**src/rtl/core/ed3_pkg.sv**
```systemverilog
// Shared constants and types of the 3x3 edge detector.
`timescale 1ns / 1ps
`default_nettype none

package ed3_pkg;

  localparam int MAX_WIDTH  = 1024;
  localparam int MAX_HEIGHT = 4096;
  localparam int COL_W      = $clog2(MAX_WIDTH);
  localparam int ROW_W      = $clog2(MAX_HEIGHT);
  localparam int FW_W       = 11;
  localparam int FH_W       = 13;
  localparam int CFG_DATA_W = 13;
  localparam int PIX_W      = 24;
  localparam int CHAN_W     = 8;
  localparam int CHAN_MAX   = 255;
  localparam int FIFO_DEPTH = 4;
  localparam int FIFO_PTR_W = $clog2(FIFO_DEPTH);
  localparam int FIFO_CNT_W = FIFO_PTR_W + 1;

  localparam logic [FW_W-1:0] RESET_WIDTH  = FW_W'(640);
  localparam logic [FH_W-1:0] RESET_HEIGHT = FH_W'(480);

  // Input command codes.
  localparam logic CMD_PIXEL = 1'b0;
  localparam logic CMD_FLUSH = 1'b1;

  // Configuration register indexes.
  localparam logic REG_FRAME_WIDTH  = 1'b0;
  localparam logic REG_FRAME_HEIGHT = 1'b1;

  typedef logic [PIX_W-1:0] pixel_t;

  typedef struct packed {
    logic valid;
    logic zero;
    logic last;
  } emit_ctrl_t;

  typedef struct packed {
    logic [CHAN_W-1:0] red;
    logic [CHAN_W-1:0] green;
    logic [CHAN_W-1:0] blue;
    logic              last;
  } result_t;

endpackage

`default_nettype wire

```
**src/rtl/core/ed3_out_fifo.sv**
```systemverilog
// Small output queue that decouples the kernel from the result channel.
`timescale 1ns / 1ps
`default_nettype none

module ed3_out_fifo (
  input  wire                              clk_i,
  input  wire                              rst_ni,
  input  wire                              push_i,
  input  ed3_pkg::result_t                 push_data_i,
  input  wire                              pop_i,
  output ed3_pkg::result_t                 head_o,
  output logic                             not_empty_o,
  output logic [ed3_pkg::FIFO_CNT_W-1:0]   count_o
);

  ed3_pkg::result_t                entry_q [0:ed3_pkg::FIFO_DEPTH-1];
  logic [ed3_pkg::FIFO_PTR_W-1:0]  head_q, head_d;
  logic [ed3_pkg::FIFO_PTR_W-1:0]  tail_q, tail_d;
  logic [ed3_pkg::FIFO_CNT_W-1:0]  count_q, count_d;

  always_comb begin
    head_d  = pop_i  ? head_q + 1'b1 : head_q;
    tail_d  = push_i ? tail_q + 1'b1 : tail_q;
    count_d = count_q;
    if (push_i && !pop_i) begin
      count_d = count_q + 1'b1;
    end else if (pop_i && !push_i) begin
      count_d = count_q - 1'b1;
    end
  end

  always_ff @(posedge clk_i or negedge rst_ni) begin
    if (!rst_ni) begin
      head_q  <= '0;
      tail_q  <= '0;
      count_q <= '0;
    end else begin
      head_q  <= head_d;
      tail_q  <= tail_d;
      count_q <= count_d;
    end
  end

  always_ff @(posedge clk_i) begin
    if (push_i) begin
      entry_q[tail_q] <= push_data_i;
    end
  end

  assign head_o      = entry_q[head_q];
  assign not_empty_o = (count_q != '0);
  assign count_o     = count_q;

endmodule

`default_nettype wire
```
**config.mk**
```make
export PLATFORM = sky130hd
export DESIGN_NAME = ed3_out_fifo
export DESIGN_NICKNAME = d
export VERILOG_FILES = /design/src/rtl/core/ed3_pkg.sv /design/src/rtl/core/ed3_out_fifo.sv
export SDC_FILE = /design/constraint.sdc
export NUM_CORES = 1
export LEC_CHECK = 0
export ABC_AREA = 1
export BUFFER_PORTS_ARGS = -buffer_cell sky130_fd_sc_hd__buf_2
export CORE_MARGIN = 4
export CORE_UTILIZATION = 51
export CTS_CLUSTER_DIAMETER = 100
export DETAILED_ROUTE_END_ITERATION = 12
export GPL_ROUTABILITY_DRIVEN = 0
export PLACE_DENSITY = 0.75
export SYNTH_ARGS = -nofsm -noshare
export SYNTH_HDL_FRONTEND = slang
export SYNTH_SLANG_ARGS = --single-unit
```
**constraint.sdc**
```tcl
create_clock -name clk_i -period 1.5 [get_ports clk_i]
set_clock_uncertainty 0.05 [all_clocks]
set_input_delay 0.075 -clock clk_i [delete_from_list [all_inputs] [get_ports clk_i]]
set_output_delay 0.075 -clock clk_i [all_outputs]
set_load 0.05 [all_outputs]
```
==> flow_summary.yaml <==
outcome:
  status: "finished, violations left"
  violations: "setup timing"
power_and_ir_drop:
  total_power_uw: 12000
  leakagePower_uw: 0.00223
  ir_drop_uv: 1340
  cellPowerDensity_mw_per_mm2: 2180
routing:
  first_pass_iters: 4
  drt_wl_total_mm: 7.74
  drc_errors: 0
  viasPerCell: 4.90
  vias: 2637
  avgRoutedWirePerCell_um: 14.4
  drt_iter0_markers: 85
  antenna_left: 0
global_routing:
  grt_pass1_vias: 2641
  gr-usage-all-layers_pct: 16.3
  grt_pass1_wl_mm: 12.5
  overflow: 0
  grt_start_max_net_pins: 35
  antenna_found_initial: 0
critical_path:
  endpoint_kind: "output pin"
  r2r_start: "tail_q[0]"
  cpPeakStageDelay_ps: 490
  slowest_stage: "dfrtp_2"
  cp_num_buf_inv: 2
  required_ps: 1370
  crit_chain: "buf_12, o211ai_1, nand2_1, buf_6"
  worstSetupPathType: "reg -> out"
  critPathArrivalTime_ps: 1550
  cp_max_fo: 34
  r2r_slack_ps: 140
  startpoint_type: "flip-flop"
  reg2reg_to: "entry_q[0][11]"
  worst_r2r_path_depth: 5
  critical-path-top-delay-family: "flip-flops"
logic_synthesis:
  ys_async_sr_fraction_pct: 6.54
  synthDistinctLibCells: 18
  synth_top_cell_area_share_pct: 68.7
  syn_area_mm2: 0.00437
  synth-seq-cells: 107
  syn-num-nets: 374
  synth_most_common_cell: "edfxtp_1"
  yosys.area.top_type: "edfxtp_1"
  synth_edf_count: 100
  seq_area_frac_synth_pct: 72.8
  synthCells: 339
  synth_warnings: 0
  synth.top_cells.by_count: "edfxtp_1 (100), nand2_1 (89), inv_1 (61), o211ai_1 (50), buf_2 (8)"
  synth.avg_cell_area_um2: 12.9
  synth_ff_type: "edfxtp_1"
  yosys-top-cells-area: "edfxtp_1 (69%), o211ai_1 (8.6%), nand2_1 (7.6%)"
sta:
  rsz0062_at_grt: "true"
  clock.fmax_mhz: 596
  worst_slack_ps: -177
  tns_ps: -2610
  worstMarginPinSlew_ps: 254
  timing.final.crit_share_pct: 112
  finalSetupViolations: 26
  finalHoldViolCount: 0
  slew_viol_final: 0
  maxSlewHeadroom_pct: 83.0
  min_period_ps: 1680
placed_design:
  placedCellCount: 495
  io_buffers: 57
  post-place-ws_ps: 129
  dp_hpwl_mm: 4.91
cells_and_area:
  fillers: 596
  post_route_cells_drive_above_1_share_pct: 22.2
  final_nets: 463
  syn_to_final_growth_pct: 26.0
  num_antenna_cells: 0
  instances_no_fill: 538
  multi_input_area_um2: 862
  register_area_mm2: 0.00318
clocking:
  clk_latency_ps: 350
  cts_root_buf: "clkbuf_8"
  cts_sinks: 107
  path_clk_slew_ps: 90
  cts_tree: "built"
  clockBufferDepth: 2
  cts_made_buffers: 9
  cts_setup_buffers: 0
  htreeDepth: 3
floorplan:
  die_h_um: 101
  io_pins: 58
  die-area_mm2: 0.0101
  start_util_pct: 52.9
  core_area_mm2: 0.00826
  row_count: 33
  die_w_um: 101
worst_hold_path:
  worstHoldPathType: "in -> async"
job:
  maxCapViolCount: 0
==> power by group <==
part / total (uW) / switching [uW] / internal (uW)
logic: 6120 / 4050 / 2060
clock network: 1740 / 952 / 784
registers: 4160 / 236 / 3920
total: 12000 / 5240 / 6770
==> placed cells by master (no fill, tap or decap), drive strengths merged, types with 2 or more instances in the layout <==
cell type,instances
xor2,3
nand2,89
inv,61
clkinvlp,5
dlygate4sd3,28
o211ai,50
clkinv,2
dfrtp,7
ha,5
clkbuf,9
buf,67
edfxtp,100
==> logic make-up (layout without fill, tap and decap cells) <==
logic type / count (synthesis) / count (layout) / synth area share, %
xor+xnor: 4 / 4 / 0.802
buf+inv: 79 / 173 / 7.85
compound gates: 51 / 51 / 8.71
flops: 107 / 107 / 72.8
fa+ha+maj: 6 / 6 / 1.89
simple gates: 92 / 92 / 7.99
==> sequential cells by signal, indices dropped and copies added (netlist names) <==
signal	count
count_o	3
entry_q	100
head_q	2
tail_q	2
==> worst register-to-register path: cells and delay by family, from the launching register on <==
family / cells / cell delay, ps
adder cells (fa/ha/maj): 1 / 190
buffers and inverters: 3 / 350
flip-flops: 1 / 420
AND/OR/NAND/NOR: 1 / 100
==> per-stage QoR <==
step | cell area [um2] | hold slack (ps) | utilization, %
5_1_grt | 5500 | 33.3 | 66.7
3_5_place_dp | 4850 | -129 | 58.7
4_1_cts | 5490 | 21.8 | 66.5
6_report | 5500 | 40.6 | 66.7
2_1_floorplan | 4380 | -271 | -
3_3_place_gp | 4850 | -133 | 58.7
==> per-layer routing <==
| layer | share of wire (%) | vias to the layer above | global-route usage, % |
|---|---|---|---|
| met5 | 0 | - | 0 |
| met4 | 2.0 | 0 | 7.98 |
| met3 | 3.3 | 12 | 3.04 |
| met1 | 44 | 1241 | 20.8 |
| met2 | 51 | 53 | 27.0 |
| li1 | - | 1331 | - |
==> worst max-delay path by stage <==
stage / from / endpoint / slack, ps / cells after the start
2_1_floorplan: count_o[0] / count_o[2] / 2 / 5
3_3_place_gp: tail_q[0] / entry_q[0][16] / 170 / 5
3_5_place_dp: tail_q[0] / entry_q[2][16] / 130 / 5
4_1_cts: head_q[0] / head_o[21] / -200 / 4
5_1_grt: head_q[0] / head_o[12] / -260 / 4
6_report: head_q[0] / head_o[21] / -180 / 4
==> layout make-up <==
class,count,share of cell area (%)
sequential,107,57.8
timing repair buffer,95,16.0
multi-input combinational,153,15.7
inverter,62,4.59
tap,105,2.39
clock buffer,9,2.25
clock inverter,7,1.34
==> repair_timing <==
action	in CTS	in global routing
gates resized for setup	51	10
setup endpoints to repair	25	27
hold buffers	28	0
endpoints found under the hold margin	111	0
gates cloned	0	0
pin swaps	11	27
No activity file was read; power rests on OpenSTA's default activity.
