$ cat src/rtl/core/ed3_pkg.sv
// Shared constants and types of the 3x3 edge detector.
`timescale 1ns / 1ps
`default_nettype none

package ed3_pkg;

  localparam int MAX_WIDTH  = 1024;
  localparam int MAX_HEIGHT = 4096;
  localparam int COL_W      = $clog2(MAX_WIDTH);
  localparam int ROW_W      = $clog2(MAX_HEIGHT);
  localparam int FW_W       = 11;
  localparam int FH_W       = 13;
  localparam int CFG_DATA_W = 13;
  localparam int PIX_W      = 24;
  localparam int CHAN_W     = 8;
  localparam int CHAN_MAX   = 255;
  localparam int FIFO_DEPTH = 4;
  localparam int FIFO_PTR_W = $clog2(FIFO_DEPTH);
  localparam int FIFO_CNT_W = FIFO_PTR_W + 1;

  localparam logic [FW_W-1:0] RESET_WIDTH  = FW_W'(640);
  localparam logic [FH_W-1:0] RESET_HEIGHT = FH_W'(480);

  // Input command codes.
  localparam logic CMD_PIXEL = 1'b0;
  localparam logic CMD_FLUSH = 1'b1;

  // Configuration register indexes.
  localparam logic REG_FRAME_WIDTH  = 1'b0;
  localparam logic REG_FRAME_HEIGHT = 1'b1;

  typedef logic [PIX_W-1:0] pixel_t;

  typedef struct packed {
    logic valid;
    logic zero;
    logic last;
  } emit_ctrl_t;

  typedef struct packed {
    logic [CHAN_W-1:0] red;
    logic [CHAN_W-1:0] green;
    logic [CHAN_W-1:0] blue;
    logic              last;
  } result_t;

endpackage

`default_nettype wire

$ cat src/rtl/core/ed3_window.sv
// 3x3 pixel window and the Laplacian kernel applied to it.
`timescale 1ns / 1ps
`default_nettype none

module ed3_window (
  input  wire                 clk_i,
  input  wire                 rst_ni,
  input  wire                 shift_i,
  input  ed3_pkg::pixel_t     far_i,
  input  ed3_pkg::pixel_t     near_i,
  input  ed3_pkg::pixel_t     px_i,
  input  ed3_pkg::emit_ctrl_t ctrl_i,
  output ed3_pkg::result_t    result_o
);

  ed3_pkg::pixel_t window_q [0:8];
  ed3_pkg::pixel_t window_d [0:8];

  always_comb begin
    for (int k = 0; k < 9; k++) begin
      window_d[k] = window_q[k];
    end
    if (shift_i) begin
      for (int r = 0; r < 3; r++) begin
        window_d[r*3]   = window_q[r*3+1];
        window_d[r*3+1] = window_q[r*3+2];
      end
      window_d[2] = far_i;
      window_d[5] = near_i;
      window_d[8] = px_i;
    end
  end

  always_ff @(posedge clk_i or negedge rst_ni) begin
    if (!rst_ni) begin
      for (int k = 0; k < 9; k++) begin
        window_q[k] <= '0;
      end
    end else begin
      for (int k = 0; k < 9; k++) begin
        window_q[k] <= window_d[k];
      end
    end
  end

  // Eight times the center minus the eight neighbors, clamped to 0..255.
  logic [ed3_pkg::CHAN_W-1:0] chan_res [0:2];

  always_comb begin
    logic [ed3_pkg::CHAN_W+2:0] nsum;
    logic [ed3_pkg::CHAN_W+4:0] acc;
    for (int ch = 0; ch < 3; ch++) begin
      nsum = '0;
      for (int k = 0; k < 9; k++) begin
        if (k != 4) begin
          nsum = nsum + (ed3_pkg::CHAN_W+3)'(window_q[k][(2-ch)*8 +: 8]);
        end
      end
      acc = {2'b00, window_q[4][(2-ch)*8 +: 8], 3'b000} - {2'b00, nsum};
      if (acc[ed3_pkg::CHAN_W+4]) begin
        chan_res[ch] = '0;
      end else if (acc[ed3_pkg::CHAN_W+3:0] > (ed3_pkg::CHAN_W+4)'(ed3_pkg::CHAN_MAX)) begin
        chan_res[ch] = ed3_pkg::CHAN_W'(ed3_pkg::CHAN_MAX);
      end else begin
        chan_res[ch] = acc[ed3_pkg::CHAN_W-1:0];
      end
    end
  end

  always_comb begin
    result_o.red   = ctrl_i.zero ? '0 : chan_res[0];
    result_o.green = ctrl_i.zero ? '0 : chan_res[1];
    result_o.blue  = ctrl_i.zero ? '0 : chan_res[2];
    result_o.last  = ctrl_i.last;
  end

endmodule

`default_nettype wire

$ cat config.mk
export PLATFORM = sky130hd
export DESIGN_NAME = ed3_window
export DESIGN_NICKNAME = d
export VERILOG_FILES = /design/src/rtl/core/ed3_pkg.sv /design/src/rtl/core/ed3_window.sv
export SDC_FILE = /design/constraint.sdc
export NUM_CORES = 1
export LEC_CHECK = 0
export ABC_AREA = 1
export BUFFER_PORTS_ARGS = -buffer_cell sky130_fd_sc_hd__buf_2
export CELL_PAD_IN_SITES_DETAIL_PLACEMENT = 1
export CELL_PAD_IN_SITES_GLOBAL_PLACEMENT = 1
export CORE_AREA = 2 2 217 219
export CTS_CLUSTER_SIZE = 40
export DETAILED_ROUTE_END_ITERATION = 10
export DIE_AREA = 0 0 219 221
export PLACE_DENSITY = 0.56
export SETUP_SLACK_MARGIN = 0.05
export SYNTH_ARGS = -nofsm -noshare
export SYNTH_HDL_FRONTEND = slang
export SYNTH_SLANG_ARGS = --single-unit
$ cat constraint.sdc
create_clock -name clk_i -period 4.8 [get_ports clk_i]
set_input_delay 0.72 -clock clk_i [delete_from_list [all_inputs] [get_ports clk_i]]
set_output_delay 0.72 -clock clk_i [all_outputs]
set_load 0.005 [all_outputs]
==> results.md, run 1 <==
- The share of flip-flops with an asynchronous set or reset is 100%.
- The standard-cell row count is 79.
- The routed length on met1 is 14,800 um.
- In this run the standard cell core region covers 0.0461 mm^2.
- The post-synthesis cell type count is 24.
- After layout, the minimum clock period comes to 5.21 ns.
- The largest registers in the layout are window_q: 216 flops.
- TritonCTS built the clock tree.
- For this run, the register share of the synthesized area comes to 37.2%.
- Summed over all nets, wire length on met3 after detailed routing comes to 799 um.
- The slew at the pin with the worst max-slew slack is 0.958 ns.
- Headroom to the max-slew limit came out at 36.1%.
- The max-cap violation count is 0.
- The maximum number of pins on one net before global-route repair is 173.
- The count of flip-flops with a built-in enable after synthesis is 0.
- By startpoint and endpoint, the worst setup path is classified as flop to primary output.
- The commonest cells after synthesis are sky130_fd_sc_hd__inv_1 (434), sky130_fd_sc_hd__nand2_1 (325), sky130_fd_sc_hd__dfrtp_1 (216), sky130_fd_sc_hd__o21ai_0 (173), sky130_fd_sc_hd__fa_1 (159).
- The cell count after synthesis came out at 1,638.
- sky130_fd_sc_hd__dfrtp_1 takes more of the synthesized area than any other cell.
- The count of vias placed by the detailed router is 10,300.
- Setup violations remaining at the end of the flow were counted as 24.
- In the final layout, the multi-input gates occupy 0.00795 mm^2.
- The area of the mapped netlist is 0.0145 mm^2.
- The chip width is 219 um.
- The total inserted antenna cells is 0.
- The number of DRC markers in iteration 0 is 279.
- Once detailed placement completed, the half-perimeter wirelength came to 23,700 um.
- sky130_fd_sc_hd__inv_1 is the most common cell in the netlist.
- The final count of hold timing violations is 0.
- For this design the top-level I/O count stands at 103.
- The worst path uses 109% of the clock period.
- The max-slew violation count is 0.
- The number of global-route vias before repair is 11,400.
- Routed signal wires occupy layers up through met4.
- Summed over all nets, wire length on met2 after detailed routing comes to 16,100 um.
- Wires add up to 32,300 um.
- The count of filler cells inserted in the layout is 5,446.
- The number of design rule violations left after detail routing is 0.
- The setup clock skew after layout is 0.0180 ns.
- The wire length per cell after detailed routing is 13.6 um.
- Measured along the y axis, the die boundary spans 221 um.
- The maximum clock frequency is 192 MHz.
- The checks that failed: negative setup slack.
- Counting along the longest clock path gives a buffer depth of 3.
- Among all flip-flop cells after synthesis, the most frequent one is sky130_fd_sc_hd__dfrtp_1.
- At the end of routability-driven placement, the weighted congestion stood at 0.754.
- The first global-routing pass estimated 55,700 um of wire.
- The length of the first detailed-routing pass in iterations is 4.
- Setup repair after global routing could not meet its margin everywhere.
- After synthesis, the cell types taking the most area are sky130_fd_sc_hd__dfrtp_1 (37%), sky130_fd_sc_hd__fa_1 (22%), sky130_fd_sc_hd__inv_1 (11%).
- The overall track demand over capacity in global routing is 13.9%.
- Synthesis inferred 216 register bits.
- The combined flip-flop and latch cell area is 0.00541 mm^2.
- With fillers left out, the area of the finished cells amounts to 0.0175 mm^2.
- The TritonCTS sink count is 216.
- In this run the worst path has a maximum fanout of 7.
- The floorplan step defined a die boundary enclosing 0.0484 mm^2.
- The average instance area after synthesis is 8.87 um^2.
- The number of synthesis warnings is 0.
- After detailed routing, the number of vias per cell comes to 4.33.
- The TritonCTS buffer count is 27.
- The number of flip-flops in the largest register is 216.
- Summed over its instances, the top area cell type makes up 37.2% of the synthesized netlist area.
- The run finished, with violations left.
- For this run, the share of the core covered by cells in the final layout is 38.1%.
- For the worst-skew pair, the clock arrives at the later sink with an insertion delay of 0.54 ns.
- The layout cell share with drive strength beyond 1 is 21.8%.
- In this run the tool buffered the top-level ports with 99 buffer cells.
- The initial antenna violation count is 0.
- The total grt overflow is 0.
- Setup slack on the critical path of the routed design comes to -0.415 ns.
- STA classifies the critical path endpoint as a primary output.
- After the last flow step, the layout net total stands at 2,053.
- The clock tree root buffer cell is sky130_fd_sc_hd__clkbuf_16.
- The number of nets with antenna violations after detailed routing is 0.
- The post-synth net total is 1,932.
- The worst path required time is 4.08 ns.
- Relative to the synthesized area, the layout overhead comes to 20.7%.
- The register ranked first by flip-flop count is window_q.
- Data on the critical path arrives at its endpoint at 4.49 ns.
- For this configuration, the core starts out at a cell density of 31.6%.
- The min-delay analysis places its worst path in the category input port to asynchronous set/reset pin.
- The worst setup path is launched from a flop.
- The number of hold buffers added after cts is 0.
- Clock-pin slew was measured on the worst setup and hold paths at 0.06 ns.
- The H-tree level count is 1.
- After detailed placement, the total cell area comes to 0.0157 mm^2.
per-stage QoR:
step           instances  setup TNS [ns]  hold slack, ns  setup slack [ns]
3_5_place_dp        2310          -0.592           0.467           -0.0418
4_1_cts             2372          -11.15           0.282            -0.513
3_3_place_gp        2310               0           0.457           0.00904
5_1_grt             2383          -14.48           0.335            -0.640
6_report            2383           -9.58           0.245            -0.415
2_1_floorplan       1638               0           0.424             0.372
critical path, stage by stage (launching register included):
cell and delay (ns):
sky130_fd_sc_hd__dfrtp_1 0.40, sky130_fd_sc_hd__fa_1 0.51, sky130_fd_sc_hd__fa_1 0.54, sky130_fd_sc_hd__inv_2 0.04
sky130_fd_sc_hd__fa_1 0.55, sky130_fd_sc_hd__inv_2 0.04, sky130_fd_sc_hd__fa_1 0.50, sky130_fd_sc_hd__inv_2 0.05
sky130_fd_sc_hd__ha_4 0.31, sky130_fd_sc_hd__nand2_4 0.06, sky130_fd_sc_hd__inv_2 0.05, sky130_fd_sc_hd__nand2_1 0.07
sky130_fd_sc_hd__nand2_2 0.09, sky130_fd_sc_hd__nand2_2 0.06, sky130_fd_sc_hd__nand2_2 0.06, sky130_fd_sc_hd__nand2_1 0.05
sky130_fd_sc_hd__nand2_1 0.05, sky130_fd_sc_hd__inv_1 0.05, sky130_fd_sc_hd__nand2_2 0.07, sky130_fd_sc_hd__nor2_4 0.04
sky130_fd_sc_hd__buf_12 0.13, sky130_fd_sc_hd__a21oi_2 0.11, sky130_fd_sc_hd__buf_2 0.12
layout by cell type (no fill, tap or decap), drive strengths merged, types with 7 or more instances in the layout:
cell type / instances
xor2: 13
mux2: 7
clkbuf: 37
buf: 140
ha: 57
nand3: 24
inv: 434
a21oi: 79
fa: 159
dfrtp: 216
nor2: 70
xnor2: 16
o21ai: 173
nand2: 328
routing by layer:
layer,global-route usage [%],up-vias
met5,0,-
met4,3.27,0
met3,1.66,36
met2,24.4,83
met1,18.3,5142
li1,-,5065
repair_timing:
item / in CTS / in global routing
pin swaps: 61 / 65
resized for setup: 108 / 95
buffers inserted: 16 / 12
endpoints found under the setup margin: 24 / 24
gates cloned: 0 / 0
path summary, 6_finish.rpt:
check | startpoint | endpoint | slack, ns | cells past startpoint
worst max-delay path | window_q[27]$_DFFE_PN0P_ | result_o[4] | -0.41 | 22
worst min-delay path | rst_ni | window_q[92]$_DFFE_PN0P_ | 0.25 | 1
worst max register to register | window_q[112]$_DFFE_PN0P_ | window_q[112]$_DFFE_PN0P_ | 3.76 | 2
worst min register to register | window_q[153]$_DFFE_PN0P_ | window_q[177]$_DFFE_PN0P_ | 0.48 | 2
max in group asynchronous | rst_ni | window_q[159]$_DFFE_PN0P_ | 3.39 | 2
min in group clk_i | near_i[20] | window_q[92]$_DFFE_PN0P_ | 0.38 | 3
cell families (layout without fill, tap and decap cells):
family,count (synthesis),in the layout,synth area share [%]
AOI/OAI and AO/OA,258,258,9.07
buffers and inverters,482,620,12.7
and+or+nand+nor,430,430,12.0
DFF,216,216,37.2
muxes,7,7,0.542
xor gates and xnor gates,29,29,1.75
adders and majority gates,216,216,26.8
cell type report:
type,count,area share (%)
Multi-Input combinational cell,940,45.3
Sequential cell,216,30.9
Clock inverter,9,0.699
Inverter,434,9.33
Timing Repair Buffer,140,5.05
Tap cell,607,4.33
Clock buffer,37,4.41
Power of run 1 is not shown: default switching activity piles up to over one toggle a cycle in this logic, so the estimate is an artifact.
==> run 2: changes to the inputs <==
CORE_AREA = 2 2 179 181   (was 2 2 217 219)
DIE_AREA = 0 0 181 183   (was 0 0 219 221)
PLACE_DENSITY = 0.78   (was 0.56)
==> run 2 against run 1 <==
The run still ends with negative setup slack left. Core utilization grew 17 points. Design area shrank 1.6%. First-iteration DRC count grew 38%. Critical endpoint is now result_o[1]. Clock skew shrank 0.0056 ns. Final cell count shrank 8.7%. Count of clock-buffer cells in the layout shrank 4.
==> results.md, run 2 (same netlist as run 1, synthesis figures left out) <==
- The count of buffer and inverter cells on the critical path is 5 (was 7).
- The critical path class is flop to primary output (unchanged).
- The most repeated library cell on the critical path is sky130_fd_sc_hd__fa_1.
- The number of nets with antenna violations after detailed routing was 0 (unchanged).
- The standard-cell row count was 65 (was 79).
- The number of flip-flops in the largest register is 216 (unchanged).
- The number of hold buffers added after cts is 0 (unchanged).
- The slew at the pin with the worst max-slew slack is 0.915 ns (was 0.958 ns).
- The register ranked first by flip-flop count is window_q (unchanged).
- The shortest period the worst path allows is 5.30 ns (was 5.21 ns).
- The top fanout value on the critical path was 8 (was 7).
- The total grt overflow came to 0 (unchanged).
- The most common cell after layout, fill and taps aside is sky130_fd_sc_hd__inv_1 (unchanged).
- The post-layout worst setup margin is -0.496 ns (was -0.415 ns).
- The final count of hold timing violations was 0 (unchanged).
- Violations in the final reports: negative setup slack (unchanged).
- The estimated wirelength of the detail-placed design is 24,400 um (was 23,700 um).
- The count of pins on the block boundary came to 103 (unchanged).
- The cell class contributing the biggest share of worst-path delay is adder cells (unchanged).
- The overall track demand over capacity in global routing is 21.1% (was 13.9%).
- The H-tree level count is 1 (unchanged).
- The number of DRC markers in iteration 0 is 386 (was 279).
- The total inserted antenna cells is 0 (unchanged).
- The maximum number of pins on one net before global-route repair is 168 (was 173).
- The layout-stage area growth over the synthesis result is 18.8% (was 20.7%).
- The TritonCTS buffer count is 25 (was 27).
- The number of design rule violations left after detail routing was 0 (unchanged).
- The peak per-stage delay on the critical path is 0.55 ns (about the same).
- The max-cap violation count is 0 (unchanged).
- The total routed wirelength is 34,500 um (was 32,300 um).
- The setup clock skew after layout was 0.0124 ns (was 0.0180 ns).
- The via density per instance is 4.90 (was 4.33).
- The area of the placeable core is 0.0312 mm^2 (was 0.0461 mm^2).
- The worst path required time is 4.08 ns (about the same).
- The category of the worst setup path launch point is a flop (unchanged).
- The number of nets at the end of the flow is 2,054 (was 2,053).
- The TritonCTS sink count is 216 (unchanged).
- The standard cell with the maximum stage delay on the critical path was sky130_fd_sc_hd__fa_1 (unchanged).
- The worst relative slew slack is 39.0% (was 36.1%).
- The vertical die dimension is 183 um (was 221 um).
- The first-pass GRT wire length is 57,400 um (was 55,700 um).
- Commonest cells after routing, fill and taps aside: sky130_fd_sc_hd__inv_1 (386), sky130_fd_sc_hd__nand2_1 (272), sky130_fd_sc_hd__dfrtp_1 (216) (was sky130_fd_sc_hd__inv_1 (385), sky130_fd_sc_hd__nand2_1 (277), sky130_fd_sc_hd__dfrtp_1 (211)).
- The critical path data arrival time was 4.58 ns (was 4.49 ns).
- Largest registers: window_q: 216 flops (unchanged).
- The cell area after layout came to 0.0173 mm^2 (was 0.0175 mm^2).
- The number of global-route vias before repair is 12,000 (was 11,400).
- The routability congestion estimate from global placement is 0.819 (was 0.754).
- Outcome: finished, violations left (unchanged).
- The final count of negative-setup-slack endpoints is 24 (unchanged).
- The initial core utilization was 46.5% (was 31.6%).
- Unrepaired setup endpoints after global routing: true (unchanged).
- The initial antenna violation count was 0 (unchanged).
- The period utilization came to 110% (was 109%).
- The max-slew violation count is 0 (unchanged).
- The area of the die is 0.0331 mm^2 (was 0.0484 mm^2).
- The chip width is 181 um (was 219 um).
- The CTS tree was built (unchanged).
- The class of the most critical hold timing path is input port to asynchronous set/reset pin (unchanged).
- The count of filler cells inserted in the layout is 3,636 (was 5,446).
- The clock tree root buffer cell is sky130_fd_sc_hd__clkbuf_16 (unchanged).
- Cell-by-cell trace of the critical path: inv_2 -> fa_1 -> fa_1 -> fa_1 -> inv_2 -> fa_1 -> inv_2 -> ha_4 -> nand2_4 -> nor2_2 -> nand3_2 -> nand4_1 -> nand3_2 -> nor2_4 -> buf_12 -> a21oi_2 -> buf_2 (was fa_1 -> fa_1 -> inv_2 -> fa_1 -> inv_2 -> fa_1 -> inv_2 -> ha_4 -> nand2_4 -> inv_2 -> nand2_1 -> nand2_2 -> nand2_2 -> nand2_2 -> nand2_1 -> nand2_1 -> inv_1 -> nand2_2 -> nor2_4 -> buf_12 -> a21oi_2 -> buf_2).
- The worst-case clock buffer depth is 3 (unchanged).
- The clock transition at the registers of the reported paths was 0.06 ns (about the same).
- The later-pin clock latency in the skew report is 0.52 ns (was 0.54 ns).
- The number of buffers added on ports is 99 (unchanged).
- The layout cell share with drive strength beyond 1 is 21.7% (was 21.8%).
- The count of vias placed by the detailed router is 10,700 (was 10,300).
- The wire length per cell after detailed routing was 15.9 um (was 13.6 um).
- The length of the first detailed-routing pass in iterations is 4 (unchanged).
- The placement-stage cell area was 0.0154 mm^2 (was 0.0157 mm^2).
- The maximum clock frequency was 189 MHz (was 192 MHz).
- The endpoint type of the worst setup path is a primary output (unchanged).
## run 2: cell types whose count changed in the layout (fill, tap and decap cells not counted), sizes merged
cell    previous run  this run
bufinv             3         2
buf              140       143
inv              434       435
clkbuf            37        33
clkinv             5         3
## run 2: timing repair
item / 4_1_cts / 5_1_grt
gates cloned: 0 / 0
buffers inserted: 20 / 15
pin swaps: 76 / 69
setup endpoints to repair: 24 / 24
gates resized for setup: 114 / 91
## run 2: metal layers
metal  track usage [%]  vias up  share of wire (%)
met3              1.85       58                2.6
met4              4.36        0                2.4
met1              26.3     5391                 41
met2              40.2      130                 54
met5                 0        -                  0
li1                  -     5075                  -
## run 2: area by class of cell
type	count	area (um^2)	share of cell area (%)
timing repair buffer	143	912	5.28
clock inverter	7	95.1	0.551
sequential	216	5410	31.3
inverter	434	1640	9.49
clock buffer	33	706	4.09
tap	402	503	2.91
multi-input combinational	940	8010	46.4
## run 2: final timing paths
kind                                                start                   endpoint  slack [ns]  cells after the start
worst min-delay path                               rst_ni   window_q[95]$_DFFE_PN0P_        0.22                      1
worst min register to register   window_q[39]$_DFFE_PN0P_   window_q[63]$_DFFE_PN0P_        0.48                      2
max in group asynchronous                          rst_ni  window_q[135]$_DFFE_PN0P_        3.49                      2
worst max-delay path            window_q[173]$_DFFE_PN0P_                result_o[1]       -0.50                     17
min in group clk_i                             near_i[20]   window_q[92]$_DFFE_PN0P_        0.41                      3
worst max register to register  window_q[112]$_DFFE_PN0P_  window_q[112]$_DFFE_PN0P_        3.76                      2
## run 2: metrics by stage
| stage | worst slack [ns] | setup TNS, ns | utilization [%] | hold WS [ns] | instances |
|---|---|---|---|---|---|
| 3_5_place_dp | -0.0307 | -0.177 | 49.4 | 0.469 | 2100 |
| 3_3_place_gp | 0.0247 | 0 | 49.4 | 0.454 | 2100 |
| 6_report | -0.496 | -10.71 | 55.3 | 0.217 | 2175 |
| 4_1_cts | -0.429 | -9.65 | 54.0 | 0.260 | 2160 |
| 5_1_grt | -0.684 | -15.16 | 55.3 | 0.280 | 2175 |
| 2_1_floorplan | 0.372 | 0 | - | 0.424 | 1638 |
Power of run 2 is left out for the same reason.
==> run 3: changes to the inputs <==
CORE_AREA = 2 2 200 163   (was 2 2 179 181)
DIE_AREA = 0 0 202 165   (was 0 0 181 183)
==> run 3 against run 2 <==
The flow still finishes with violations (negative setup slack). Core utilization is 0.096 points lower. Clock skew shrank 0.00087 ns. Register-to-register slack lost 0.08 ns. Sequential share of layout area increased by 0.17 points. Via count fell by 1.2%. Die area rose by 0.62%. Design area fell by 0.49%. Critical path depth grew 2. Count of clock-buffer cells in the layout up 1. Maximum frequency is 0.67% lower. Hold slack got worse by 0.0076 ns. Routed wire length fell by 0.28%. Critical endpoint is now result_o[19].
==> results.md, run 3 (same netlist as run 1, synthesis figures left out) <==
- The class of the most critical hold timing path is input port to asynchronous set/reset pin (unchanged).
- The number of buffers added on ports is 99 (unchanged).
- The multi-input logic area is 0.00792 mm^2 (was 0.00801 mm^2).
- The count of vias placed by the detailed router is 10,500 (was 10,700).
- The later-pin clock latency in the skew report is 0.53 ns (was 0.52 ns).
- The standard cell with the maximum stage delay on the critical path is sky130_fd_sc_hd__fa_1 (unchanged).
- The total grt overflow is 0 (unchanged).
- The peak per-stage delay on the critical path is 0.56 ns (was 0.55 ns).
- The worst reg-to-reg path cell count came to 2 (unchanged).
- The final count of hold timing violations was 0 (unchanged).
- The estimated wirelength of the detail-placed design is 25,300 um (was 24,400 um).
- The CTS tree is built (unchanged).
- The total inserted antenna cells came to 0 (unchanged).
- The category of the worst setup path launch point was a flop (unchanged).
- The layout cell share with drive strength beyond 1 came to 20.9% (was 21.7%).
- The worst relative slew slack is 28.7% (was 39.0%).
- The number of standard cells in the layout, taps in and fillers out is 2,194 (was 2,175).
- The most common cell after layout, fill and taps aside is sky130_fd_sc_hd__inv_1 (unchanged).
- The chip width was 202 um (was 181 um).
- The number of DRC markers in iteration 0 is 430 (was 386).
- The length of the first detailed-routing pass in iterations is 4 (unchanged).
- The maximum number of pins on one net before global-route repair is 194 (was 168).
- The initial core utilization is 46.7% (was 46.5%).
- The most repeated library cell on the critical path is sky130_fd_sc_hd__nand2_1 (was sky130_fd_sc_hd__fa_1).
- The period utilization is 111% (was 110%).
- The count of pins on the block boundary came to 103 (unchanged).
- The setup clock skew after layout is 0.0116 ns (was 0.0124 ns).
- The placement-stage cell area is 0.0155 mm^2 (was 0.0154 mm^2).
- The cell area after layout is 0.0172 mm^2 (was 0.0173 mm^2).
- The number of global-route vias before repair is 11,700 (was 12,000).
- The total instance count after detailed placement is 2,121 (was 2,100).
- The final count of negative-setup-slack endpoints is 24 (unchanged).
- The combined flip-flop and latch cell area is 0.00541 mm^2 (about the same).
- The register-to-register path setup slack is 3.68 ns (was 3.76 ns).
- The shortest period the worst path allows is 5.33 ns (was 5.30 ns).
- The end-of-flow core utilization was 55.2% (was 55.3%).
- Commonest cells after routing, fill and taps aside: sky130_fd_sc_hd__inv_1 (396), sky130_fd_sc_hd__nand2_1 (271), sky130_fd_sc_hd__dfrtp_1 (213) (was sky130_fd_sc_hd__inv_1 (386), sky130_fd_sc_hd__nand2_1 (272), sky130_fd_sc_hd__dfrtp_1 (216)).
- The max-cap violation count came to 0 (unchanged).
- Unrepaired setup endpoints after global routing: true (unchanged).
- The slew at the pin with the worst max-slew slack was 1.07 ns (was 0.915 ns).
- The routability congestion estimate from global placement came to 0.816 (was 0.819).
- The layout-stage area growth over the synthesis result is 18.2% (was 18.8%).
- The number of nets at the end of the flow is 2,050 (was 2,054).
- The post-layout worst setup margin is -0.532 ns (was -0.496 ns).
- The critical path class was flop to primary output (unchanged).
- The maximum clock frequency is 188 MHz (was 189 MHz).
- The total routed wirelength was 34,400 um (was 34,500 um).
- The number of nets with antenna violations after detailed routing is 0 (unchanged).
- The number of flip-flops in the largest register is 216 (unchanged).
- Outcome: finished, violations left (unchanged).
- Cell-by-cell trace of the critical path: fa_1 -> fa_1 -> fa_1 -> inv_1 -> fa_1 -> inv_1 -> ha_4 -> nand2_1 -> nand2_1 -> a21oi_1 -> nand2_1 -> nand2_1 -> nand2_1 -> inv_1 -> nand2_2 -> nor2_4 -> buf_12 -> a21oi_2 -> buf_2 (was inv_2 -> fa_1 -> fa_1 -> fa_1 -> inv_2 -> fa_1 -> inv_2 -> ha_4 -> nand2_4 -> nor2_2 -> nand3_2 -> nand4_1 -> nand3_2 -> nor2_4 -> buf_12 -> a21oi_2 -> buf_2).
- The standard-cell row count is 58 (was 65).
- The max-slew violation count is 0 (unchanged).
- The endpoint type of the worst setup path is a primary output (unchanged).
- The clock tree root buffer cell is sky130_fd_sc_hd__clkbuf_16 (unchanged).
- The H-tree level count is 1 (unchanged).
- The worst flop-to-flop path endpoint was window_q[112]$_DFFE_PN0P_ (unchanged).
- The area of the die was 0.0333 mm^2 (was 0.0331 mm^2).
- The first-pass GRT wire length is 57,300 um (was 57,400 um).
- Largest registers: window_q: 216 flops (unchanged).
- The via density per instance was 4.80 (was 4.90).
- The worst path required time was 4.08 ns (about the same).
- The cell class contributing the biggest share of worst-path delay is adder cells (unchanged).
- The top fanout value on the critical path was 8 (unchanged).
- The overall track demand over capacity in global routing came to 21.4% (was 21.1%).
- The vertical die dimension is 165 um (was 183 um).
- Violations in the final reports: negative setup slack (unchanged).
- The worst-case clock buffer depth is 3 (unchanged).
- The area of the placeable core is 0.0311 mm^2 (was 0.0312 mm^2).
- The initial antenna violation count is 1 (was 0).
- The count of buffer and inverter cells on the critical path is 5 (unchanged).
- The count of filler cells inserted in the layout is 3,577 (was 3,636).
- The clock transition at the registers of the reported paths is 0.06 ns (about the same).
- The TritonCTS buffer count is 25 (unchanged).
- The TritonCTS sink count was 216 (unchanged).
- The number of design rule violations left after detail routing came to 0 (unchanged).
- The startpoint of the lowest-slack register-to-register path is window_q[112]$_DFFE_PN0P_ (unchanged).
- The critical path data arrival time was 4.61 ns (was 4.58 ns).
- The register ranked first by flip-flop count is window_q (unchanged).
- The wire length per cell after detailed routing came to 15.7 um (was 15.9 um).
run 3: metrics by stage:
step                      setup slack (ns)  hold slack, ns  setup TNS (ns)
final                               -0.532           0.210          -11.30
after global routing                -0.678           0.291          -15.68
after CTS                           -0.494           0.317          -10.76
after detailed placement           -0.0845           0.468          -0.643
after global placement             0.00388           0.452               0
after floorplan                      0.372           0.424               0
run 3: per-layer routing:
layer  global-route usage, %  up-vias  share of wire (%)
met5                       0        -                  0
met4                    4.51        0                1.8
met3                    3.08       46                2.9
met2                    37.9      120                 51
met1                    28.1     5299                 45
li1                        -     5064                  -
run 3: how the worst max path moves through the flow:
stage | start | end | slack, ns | cells past startpoint
finish | window_q[114]$_DFFE_PN0P_ | result_o[19] | -0.53 | 19
global route | window_q[195]$_DFFE_PN0P_ | result_o[7] | -0.68 | 21
CTS | window_q[211]$_DFFE_PN0P_ | result_o[19] | -0.49 | 22
detailed placement | window_q[67]$_DFFE_PN0P_ | result_o[18] | -0.08 | 20
global placement | window_q[67]$_DFFE_PN0P_ | result_o[19] | 0.004 | 20
floorplan | window_q[67]$_DFFE_PN0P_ | result_o[17] | 0.37 | 20
run 3: final cells by class:
| class | instances | area share, % |
|---|---|---|
| multi-input combinational | 940 | 46.1 |
| sequential | 216 | 31.5 |
| inverter | 434 | 9.51 |
| timing repair buffer | 139 | 4.97 |
| clock buffer | 34 | 4.19 |
| tap | 420 | 3.06 |
| clock inverter | 11 | 0.677 |
run 3: timing repair:
| item | in CTS | in global routing |
|---|---|---|
| endpoints found under the hold margin | 0 | 0 |
| hold buffers | 0 | 0 |
| endpoints found under the setup margin | 24 | 24 |
| gates resized for setup | 100 | 84 |
| buffers inserted | 22 | 6 |
| pin swaps | 63 | 61 |
Power of run 3 is left out for the same reason.
